`src/hw/rtl/gdn_pkg.sv`:
```
// Package for the Gregorian day number converter.
// Holds the calendar constants, word types and the month length function.
// No dependencies.
package gdn_pkg;

  // Calendar range.
  localparam int BASE_YEAR = 1900;
  localparam int TOP_YEAR  = 9999;

  // Field widths.
  localparam int YEAR_W  = 14;
  localparam int MONTH_W = 4;
  localparam int DAY_W   = 5;
  localparam int DNUM_W  = 22;
  localparam int ACC_W   = 23;

  // Days before January 1 of the base year, counted from January 1 of year 1.
  localparam int DAYS_BASE = 365 * (BASE_YEAR - 1) + (BASE_YEAR - 1) / 4
                             - (BASE_YEAR - 1) / 100 + (BASE_YEAR - 1) / 400;

  // Lengths of the Gregorian cycles in days.
  localparam int DAYS_400 = 146097;
  localparam int DAYS_100 = 36524;
  localparam int DAYS_4   = 1461;
  localparam int DAYS_1   = 365;

  // Commands.
  localparam logic CMD_TO_DAYS = 1'b0;
  localparam logic CMD_TO_DATE = 1'b1;

  // Month codes that the logic refers to.
  localparam logic [MONTH_W-1:0] MON_JAN = 4'd1;
  localparam logic [MONTH_W-1:0] MON_FEB = 4'd2;
  localparam logic [MONTH_W-1:0] MON_APR = 4'd4;
  localparam logic [MONTH_W-1:0] MON_JUN = 4'd6;
  localparam logic [MONTH_W-1:0] MON_SEP = 4'd9;
  localparam logic [MONTH_W-1:0] MON_NOV = 4'd11;
  localparam logic [MONTH_W-1:0] MON_DEC = 4'd12;

  // Input word.
  typedef struct packed {
    logic               command;
    logic [YEAR_W-1:0]  year;
    logic [MONTH_W-1:0] month;
    logic [DAY_W-1:0]   day;
    logic [DNUM_W-1:0]  day_number;
  } req_item_t;

  // Result word.
  typedef struct packed {
    logic [DNUM_W-1:0]  day_count;
    logic [YEAR_W-1:0]  out_year;
    logic [MONTH_W-1:0] out_month;
    logic [DAY_W-1:0]   out_day;
    logic               valid_res;
  } rsp_item_t;

  // Operands of the shared subtract and add unit.
  typedef struct packed {
    logic [ACC_W-1:0] rem;
    logic [ACC_W-1:0] sub;
    logic [ACC_W-1:0] sum;
    logic [ACC_W-1:0] add;
  } alu_op_t;

  // Results of the shared unit.
  typedef struct packed {
    logic             ge;
    logic [ACC_W-1:0] diff;
    logic [ACC_W-1:0] total;
  } alu_res_t;

  // Length of a month; codes outside 1 to 12 give 31 and are never used.
  function automatic logic [DAY_W-1:0] month_days(input logic [MONTH_W-1:0] m,
                                                  input logic leap);
    logic [DAY_W-1:0] n;
    case (m)
      MON_FEB: n = leap ? 5'd29 : 5'd28;
      MON_APR, MON_JUN, MON_SEP, MON_NOV: n = 5'd30;
      default: n = 5'd31;
    endcase
    return n;
  endfunction

endpackage

```
`src/hw/rtl/gdn_req_if.sv`:
```
// Request channel of the day number converter: valid, ready and one input word.
// Depends on gdn_pkg.
interface gdn_req_if;
  import gdn_pkg::*;

  logic      valid;
  logic      ready;
  req_item_t data;

  modport source (output valid, output data, input ready);
  modport sink (input valid, input data, output ready);
endinterface

```
`src/hw/rtl/gdn_rsp_if.sv`:
```
// Response channel of the day number converter: valid, ready and one result word.
// Depends on gdn_pkg.
interface gdn_rsp_if;
  import gdn_pkg::*;

  logic      valid;
  logic      ready;
  rsp_item_t data;

  modport source (output valid, output data, input ready);
  modport sink (input valid, input data, output ready);
endinterface

```
`src/hw/rtl/gregorian_day_number_converter_core.sv`:
```
// Gregorian date to day number converter, both directions.
// Steps from the accepted word to the result word: the shared subtract and add unit
// works through the 400, 100, 4 and 1 year steps, then up to 11 month steps; the
// number of steps grows with the year or day number and with the month.
// Throughput: one word at a time; the next word is taken the cycle after the result
// is loaded, and the finish step holds while the response register is full and not taken.
// Reset: rst, synchronous, clears the sequencer and the response valid.
module gregorian_day_number_converter_core (
  input logic     clk,
  input logic     rst,
  gdn_req_if.sink   req,
  gdn_rsp_if.source rsp
);
  import gdn_pkg::*;

  typedef enum logic [1:0] {
    ST_IDLE,
    ST_YEARS,
    ST_MONTHS,
    ST_FINISH
  } state_t;

  typedef enum logic [1:0] {
    PH_400,
    PH_100,
    PH_4,
    PH_1
  } phase_t;

  state_t             state;
  phase_t             phase;
  logic               cmd;
  logic [YEAR_W-1:0]  year_in;
  logic [MONTH_W-1:0] month_in;
  logic [DAY_W-1:0]   day_in;
  logic [ACC_W-1:0]   rem;
  logic [ACC_W-1:0]   sum;
  logic [4:0]         cnt;
  logic [1:0]         cent_cnt;
  logic [4:0]         quad_cnt;
  logic [1:0]         yr_cnt;
  logic [MONTH_W-1:0] mon;
  logic               out_valid;
  rsp_item_t          out_word;

  alu_op_t            alu_op;
  alu_res_t           alu_res;
  logic [ACC_W-1:0]   days_step;
  logic [ACC_W-1:0]   years_step;
  logic               capped;
  logic               year_take;
  logic               leap;
  logic [DAY_W-1:0]   mlen;
  logic               mon_take;
  logic               date_ok;
  logic [ACC_W-1:0]   days_full;
  logic [YEAR_W:0]    year_full;
  logic               out_free;
  rsp_item_t          result;

  gdn_alu u_alu (
    .op  (alu_op),
    .res (alu_res)
  );

  // Step sizes of each year phase, in days and in years.
  always_comb begin
    case (phase)
      PH_400: begin
        days_step  = ACC_W'(DAYS_400);
        years_step = ACC_W'(400);
      end
      PH_100: begin
        days_step  = ACC_W'(DAYS_100);
        years_step = ACC_W'(100);
      end
      PH_4: begin
        days_step  = ACC_W'(DAYS_4);
        years_step = ACC_W'(4);
      end
      default: begin
        days_step  = ACC_W'(DAYS_1);
        years_step = ACC_W'(1);
      end
    endcase
  end

  // The year is leap when it ends a four-year block; a century year only at the 400th year.
  assign leap = (yr_cnt == 2'd3) && ((quad_cnt != 5'd24) || (cent_cnt == 2'd3));
  assign mlen = month_days(mon, leap);

  // Operand selection for the shared unit. Date to days reduces years and adds
  // days; days to date reduces days and adds years.
  always_comb begin
    alu_op.rem = rem;
    alu_op.sum = sum;
    if (state == ST_MONTHS) begin
      alu_op.sub = ACC_W'(mlen);
      alu_op.add = ACC_W'(mlen);
    end else if (cmd == CMD_TO_DATE) begin
      alu_op.sub = days_step;
      alu_op.add = years_step;
    end else begin
      alu_op.sub = years_step;
      alu_op.add = days_step;
    end
  end

  // The century and single-year steps stop after three, so the last day of a
  // leap year stays in its own year.
  assign capped    = (phase == PH_100) || (phase == PH_1);
  assign year_take = alu_res.ge && !(capped && (cnt == 5'd3));

  // Month steps: date to days adds each month before the given one, days to
  // date removes whole months while they fit.
  always_comb begin
    if (cmd == CMD_TO_DATE) begin
      mon_take = (mon < MON_DEC) && alu_res.ge;
    end else begin
      mon_take = (mon < MON_DEC) && (mon < month_in);
    end
  end

  // Result assembly.
  always_comb begin
    date_ok = (32'(year_in) >= BASE_YEAR) && (32'(year_in) <= TOP_YEAR) &&
              (month_in >= MON_JAN) && (month_in <= MON_DEC) &&
              (day_in != '0) && (day_in <= month_days(month_in, leap));
    days_full = sum + ACC_W'(day_in) - ACC_W'(DAYS_BASE) - ACC_W'(1);
    year_full = sum[YEAR_W:0] + (YEAR_W+1)'(1);
    result    = '0;
    if (cmd == CMD_TO_DAYS) begin
      if (date_ok) begin
        result.day_count = days_full[DNUM_W-1:0];
        result.valid_res = 1'b1;
      end
    end else if (32'(year_full) <= TOP_YEAR) begin
      result.out_year  = year_full[YEAR_W-1:0];
      result.out_month = mon;
      result.out_day   = rem[DAY_W-1:0] + DAY_W'(1);
      result.valid_res = 1'b1;
    end
  end

  assign out_free  = !out_valid || rsp.ready;
  assign req.ready = (state == ST_IDLE);
  assign rsp.valid = out_valid;
  assign rsp.data  = out_word;

  // Sequencer, working registers and the response register.
  always_ff @(posedge clk) begin
    if (rst) begin
      state     <= ST_IDLE;
      phase     <= PH_400;
      out_valid <= 1'b0;
    end else begin
      // The response register fills from the finish step and empties when taken.
      if ((state == ST_FINISH) && out_free) begin
        out_valid <= 1'b1;
      end else if (out_valid && rsp.ready) begin
        out_valid <= 1'b0;
      end
      case (state)
        ST_IDLE: begin
          if (req.valid) begin
            cmd      <= req.data.command;
            year_in  <= req.data.year;
            month_in <= req.data.month;
            day_in   <= req.data.day;
            sum      <= '0;
            cnt      <= '0;
            phase    <= PH_400;
            if (req.data.command == CMD_TO_DATE) begin
              rem <= ACC_W'(req.data.day_number) + ACC_W'(DAYS_BASE);
            end else if (req.data.year == '0) begin
              rem <= '0;
            end else begin
              rem <= ACC_W'(req.data.year) - ACC_W'(1);
            end
            state <= ST_YEARS;
          end
        end
        ST_YEARS: begin
          if (year_take) begin
            rem <= alu_res.diff;
            sum <= alu_res.total;
            cnt <= cnt + 5'd1;
          end else begin
            cnt <= '0;
            case (phase)
              PH_400: phase <= PH_100;
              PH_100: begin
                cent_cnt <= cnt[1:0];
                phase    <= PH_4;
              end
              PH_4: begin
                quad_cnt <= cnt;
                phase    <= PH_1;
              end
              default: begin
                yr_cnt <= cnt[1:0];
                mon    <= MON_JAN;
                state  <= ST_MONTHS;
              end
            endcase
          end
        end
        ST_MONTHS: begin
          if (mon_take) begin
            if (cmd == CMD_TO_DATE) begin
              rem <= alu_res.diff;
            end else begin
              sum <= alu_res.total;
            end
            mon <= mon + MONTH_W'(1);
          end else begin
            state <= ST_FINISH;
          end
        end
        ST_FINISH: begin
          if (out_free) begin
            out_word <= result;
            state    <= ST_IDLE;
          end
        end
        default: state <= ST_IDLE;
      endcase
    end
  end

endmodule

```
`src/hw/rtl/gdn_alu.sv`:
```
// Shared arithmetic unit of the day number converter: one compare and subtract
// and one add, used in every step of the sequencer. Depends on gdn_pkg.
module gdn_alu (
  input  gdn_pkg::alu_op_t  op,
  output gdn_pkg::alu_res_t res
);
  import gdn_pkg::*;

  // Compare the remainder against the step size, subtract it and accumulate.
  always_comb begin
    res.ge    = (op.rem >= op.sub);
    res.diff  = op.rem - op.sub;
    res.total = op.sum + op.add;
  end

endmodule
```
`src/flat_wrapper.sv`:
```
// flat-port wrapper written by rule: the top's interface ports become plain ports
module gregorian_day_number_converter_core_flat import gdn_pkg::*;
  (clk, rst, req_valid, req_data, req_ready, rsp_valid, rsp_data, rsp_ready);
  gdn_req_if req_i ();
  gdn_rsp_if rsp_i ();
  input logic clk;
  input logic rst;
  input wire logic [$bits(req_i.valid)-1:0] req_valid;
  input wire logic [$bits(req_i.data)-1:0] req_data;
  output wire logic [$bits(req_i.ready)-1:0] req_ready;
  output wire logic [$bits(rsp_i.valid)-1:0] rsp_valid;
  output wire logic [$bits(rsp_i.data)-1:0] rsp_data;
  input wire logic [$bits(rsp_i.ready)-1:0] rsp_ready;
  assign req_i.valid = req_valid;
  assign req_i.data = req_data;
  assign req_ready = req_i.ready;
  assign rsp_valid = rsp_i.valid;
  assign rsp_data = rsp_i.data;
  assign rsp_i.ready = rsp_ready;
  gregorian_day_number_converter_core u_core (.clk(clk), .rst(rst), .req(req_i), .rsp(rsp_i));
endmodule
```
`config.mk`:
```
export PLATFORM = sky130hd
export DESIGN_NAME = gregorian_day_number_converter_core_flat
export DESIGN_NICKNAME = d
export VERILOG_FILES = /design/src/hw/rtl/gdn_pkg.sv /design/src/hw/rtl/gdn_req_if.sv /design/src/hw/rtl/gdn_rsp_if.sv /design/src/hw/rtl/gregorian_day_number_converter_core.sv /design/src/hw/rtl/gdn_alu.sv /design/src/flat_wrapper.sv
export SDC_FILE = /design/constraint.sdc
export NUM_CORES = 1
export LEC_CHECK = 0
export BUFFER_PORTS_ARGS = -buffer_cell sky130_fd_sc_hd__buf_2
export CAP_MARGIN = 20
export CORE_ASPECT_RATIO = 1.1
export CORE_UTILIZATION = 45
export DETAILED_ROUTE_END_ITERATION = 8
export SLEW_MARGIN = 20
export SYNTH_ARGS = -nofsm -noshare
export SYNTH_HDL_FRONTEND = slang
export SYNTH_SLANG_ARGS = --single-unit
```
`constraint.sdc`:
```
create_clock -name clk -period 6.52 [get_ports clk]
set_input_delay 1.304 -clock clk [delete_from_list [all_inputs] [get_ports clk]]
set_output_delay 1.304 -clock clk [all_outputs]
set_load 0.005 [all_outputs]
```
==> reports/results.ini <==
[outcome]
status = completed

[detailed_routing]
firstDrtPassIters = 5
first_iter_violations = 373
vias = 7534
routed_wl_um = 21600
wl_per_cell_um = 15.5
drc = 0
postRouteAntennaNets = 0
via_per_inst = 5.38

[synth]
muxShareOfSynthArea_pct = 0.515
synthArstFlopShare_pct = 0
synthAdderAreaFrac_pct = 11.3
synth_area_um2 = 9710
ys_warn_count = 0
synthCells = 1005
synth_top_family_by_area = simple AND/OR/NAND/NOR gates
synth_xor_area_share_pct = 8.03
ys_seq_elements = 136
syn_area_per_cell_um2 = 9.66
synth_edf_count = 131
ys_seq_area_share_pct = 41.5
synth_compound_area_share_pct = 16.3
syn_nets = 1140
synth_ff_type = edfxtp_1
synth.distinct_cells = 76
synth-simple-area-share_pct = 18.9

[critical_path]
worst-path-buf-inv = 2
worst_ep_arrival_time_ns = 4.54
required_ns = 6.61
path_delay_family = simple AND/OR/NAND/NOR gates
cp_max_fo = 26
reg2reg_to = u_core.rem[4]
endpoint_kind = flop
slowest_stage = edfxtp_1
path_class = flop to flop
cp-start-kind = flop
cp_slowest_stage_delay_ns = 0.91
r2r_slack_ns = 2.07
path_cells = inv_1 > nor2_1 > nand2_1 > ha_1 > nand3_1 > or4b_1 > o21ai_1 > nor3_2 > nand2b_1 > a21oi_2 > buf_4
reg2regPathDepth = 11
reg2reg_from = u_core.cmd

[final_layout]
nets = 1232
multiInputGateArea_um2 = 5360
n_antenna_cell = 0
layout.cells.non_filler = 1400
fill_cells = 2001
drive_gt1_share_pct = 13.6
seq_area_um2 = 4030
syn_to_final_growth_pct = 13.9

[grt]
grt_usage_pct = 20.3
grt.overflow.total = 0
grt_pass1_vias = 7042
grt_max_degree = 57
grt_pass1_wl_um = 35100
antenna_found_initial = 0

[min_path]
min_to = u_core.quad_cnt[4]
hp-class = flop to flop
min-delay-start = u_core.cnt[4]
whs_path_depth = 0

[sta]
slew_headroom_pct = 34.2
period_needed_ns = 4.45
fin_crit_sh_pct = 68.2
max_slew.worst_pin.slew_ns = 0.986
finalHoldViolCount = 0
fin_skew_ns = 0.00971
fmax_ghz = 0.225
whs_ns = 0.514
drv_slew = 0
rsz0062_at_grt = false
setup_viol = 0
fin_tns_setup_ns = 0

[power]
pwr-share-clk_pct = 20.0
powerDensity_nw_per_um2 = 409
peakVddDrop_mv = 0.169
sw_frac_of_total_pct = 40.6
netSwitchingPower_uw = 1840
p_comb_share_pct = 48.1
static-leakage-power_uw = 0.00437
p_int_uw = 2690
seqPwrFrac_pct = 31.9

[clock_network]
root_buffer = clkbuf_16
htreeDepth = 4
cts_buffers = 17
clk_pin_slew_worst_paths_ns = 0.06
cts_resized = 0
numClockSinks = 136
cts_tree = built
clock_latency_ns = 0.42
clock_path_buffers = 2
cts_post_setup_buffers_inserted = 0
hold_buffers = 0

[die]
pin_count = 98
die-area_um2 = 22200
die_w_um = 142
start_util_pct = 45.7
std_cell_rows = 56
die_y_um = 156
fp.coreArea_um2 = 21200

[place]
placement.io_buffers = 97
dp_cells = 1368
dp_hpwl_um = 16900
place.gp.congestion = 0.896

[flow_run]
cap_violations = 0

cell usage in the layout, fill, tap and decap left out, types with 5 or more instances in the layout:
cell	n
o21ai_0	55
nor2b_1	17
a21o_1	18
o211ai_1	5
nor3_1	23
a21oi_1	58
or3_1	9
buf_2	97
buf_4	7
mux2i_1	5
nor3b_1	5
dfxtp_1	5
inv_1	56
nand3_1	36
a211oi_1	8
nor4_1	13
xnor2_1	52
a31oi_1	9
o31ai_1	6
clkbuf_16	17
o21a_1	12
nand2b_1	18
nand2_1	67
a221oi_1	8
nand4_1	10
and2_1	29
xor2_1	37
ha_1	81
and3_1	10
nor2_1	100
edfxtp_1	131
synthesized netlist by cell type (12+ instances only):
cell type,instances,area [um2]
a21o_1,18,135
a21oi_1,59,295
and2_1,29,181
clkbuf_1,27,101
edfxtp_1,131,3930
ha_1,82,1030
inv_1,56,210
nand2_1,67,251
nand2b_1,18,113
nand3_1,36,180
nor2_1,100,375
nor2b_1,17,106
nor3_1,23,115
nor4_1,13,81.3
o21a_1,12,90.1
o21ai_0,55,275
xnor2_1,52,455
xor2_1,37,324
flip-flops by register name, indices dropped and copies added, names as in the netlist, 4 cells and up:
name             count
u_core.rem          23
u_core.sum          22
u_core.quad_cnt      5
u_core.mon           4
u_core.day_in        5
u_core.year_in      12
u_core.rsp.data     46
u_core.month_in      4
u_core.cnt           5
area by class of cell:
type / instances / share of cell area, %
flip-flops and latches: 136 / 36.5
clock inverters: 13 / 1.10
multi-input cells: 782 / 48.5
well taps: 290 / 3.28
repair buffers: 104 / 4.86
inverters: 56 / 1.90
clock buffers: 19 / 3.91
through the flow:
step / total power (uW) / setup slack [ns] / util, % / cell area (um2)
floorplan: 3110 / 1.10 / - / 9710
global placement: 3610 / 2.30 / 49.5 / 10500
detailed placement: 3630 / 2.15 / 49.5 / 10500
CTS: 4550 / 2.14 / 52.1 / 11100
global route: 4890 / 1.76 / 52.1 / 11100
finish: 4520 / 2.07 / 52.1 / 11100
power by group through the flow:
stage / combinational [uW] / clock [uW] / sequential, uW
after global placement: 2160 / 0 / 1460
after floorplan: 1720 / 0 / 1390
after detailed placement: 2170 / 0 / 1460
final: 2170 / 907 / 1440
after global routing: 2450 / 961 / 1470
after CTS: 2180 / 924 / 1450
kinds of logic (layout without fill, tap and decap cells):
| logic type | Yosys count | count (layout) |
|---|---|---|
| AOI/OAI and AO/OA | 239 | 239 |
| xor gates and xnor gates | 89 | 89 |
| adders and majority gates | 86 | 86 |
| buffers and inverters | 87 | 192 |
| DFF | 136 | 136 |
| muxes | 5 | 5 |
| and+or+nand+nor | 363 | 363 |
layer usage:
metal | track usage (%) | routed length, um | vias up
met3 | 3.01 | 642 | 17
met4 | 5.94 | 294 | 0
met1 | 25.7 | 9850 | 3485
li1 | - | - | 3886
met5 | 0 | 0 | -
met2 | 35.5 | 10900 | 146
worst max-delay path by stage:
stage | end | depth (start not counted) | slack (ns) | startpoint
after floorplan | u_core.rsp.data[0] | 2 | 1.10 | rst
after CTS | u_core.rem[5] | 11 | 2.14 | u_core.cmd
after global placement | u_core.rem[12] | 11 | 2.30 | u_core.cmd
final | u_core.rem[4] | 11 | 2.07 | u_core.cmd
after global routing | u_core.rem[3] | 11 | 1.76 | u_core.cmd
after detailed placement | u_core.rem[12] | 11 | 2.15 | u_core.cmd
No activity file was read; power rests on OpenSTA's default activity.
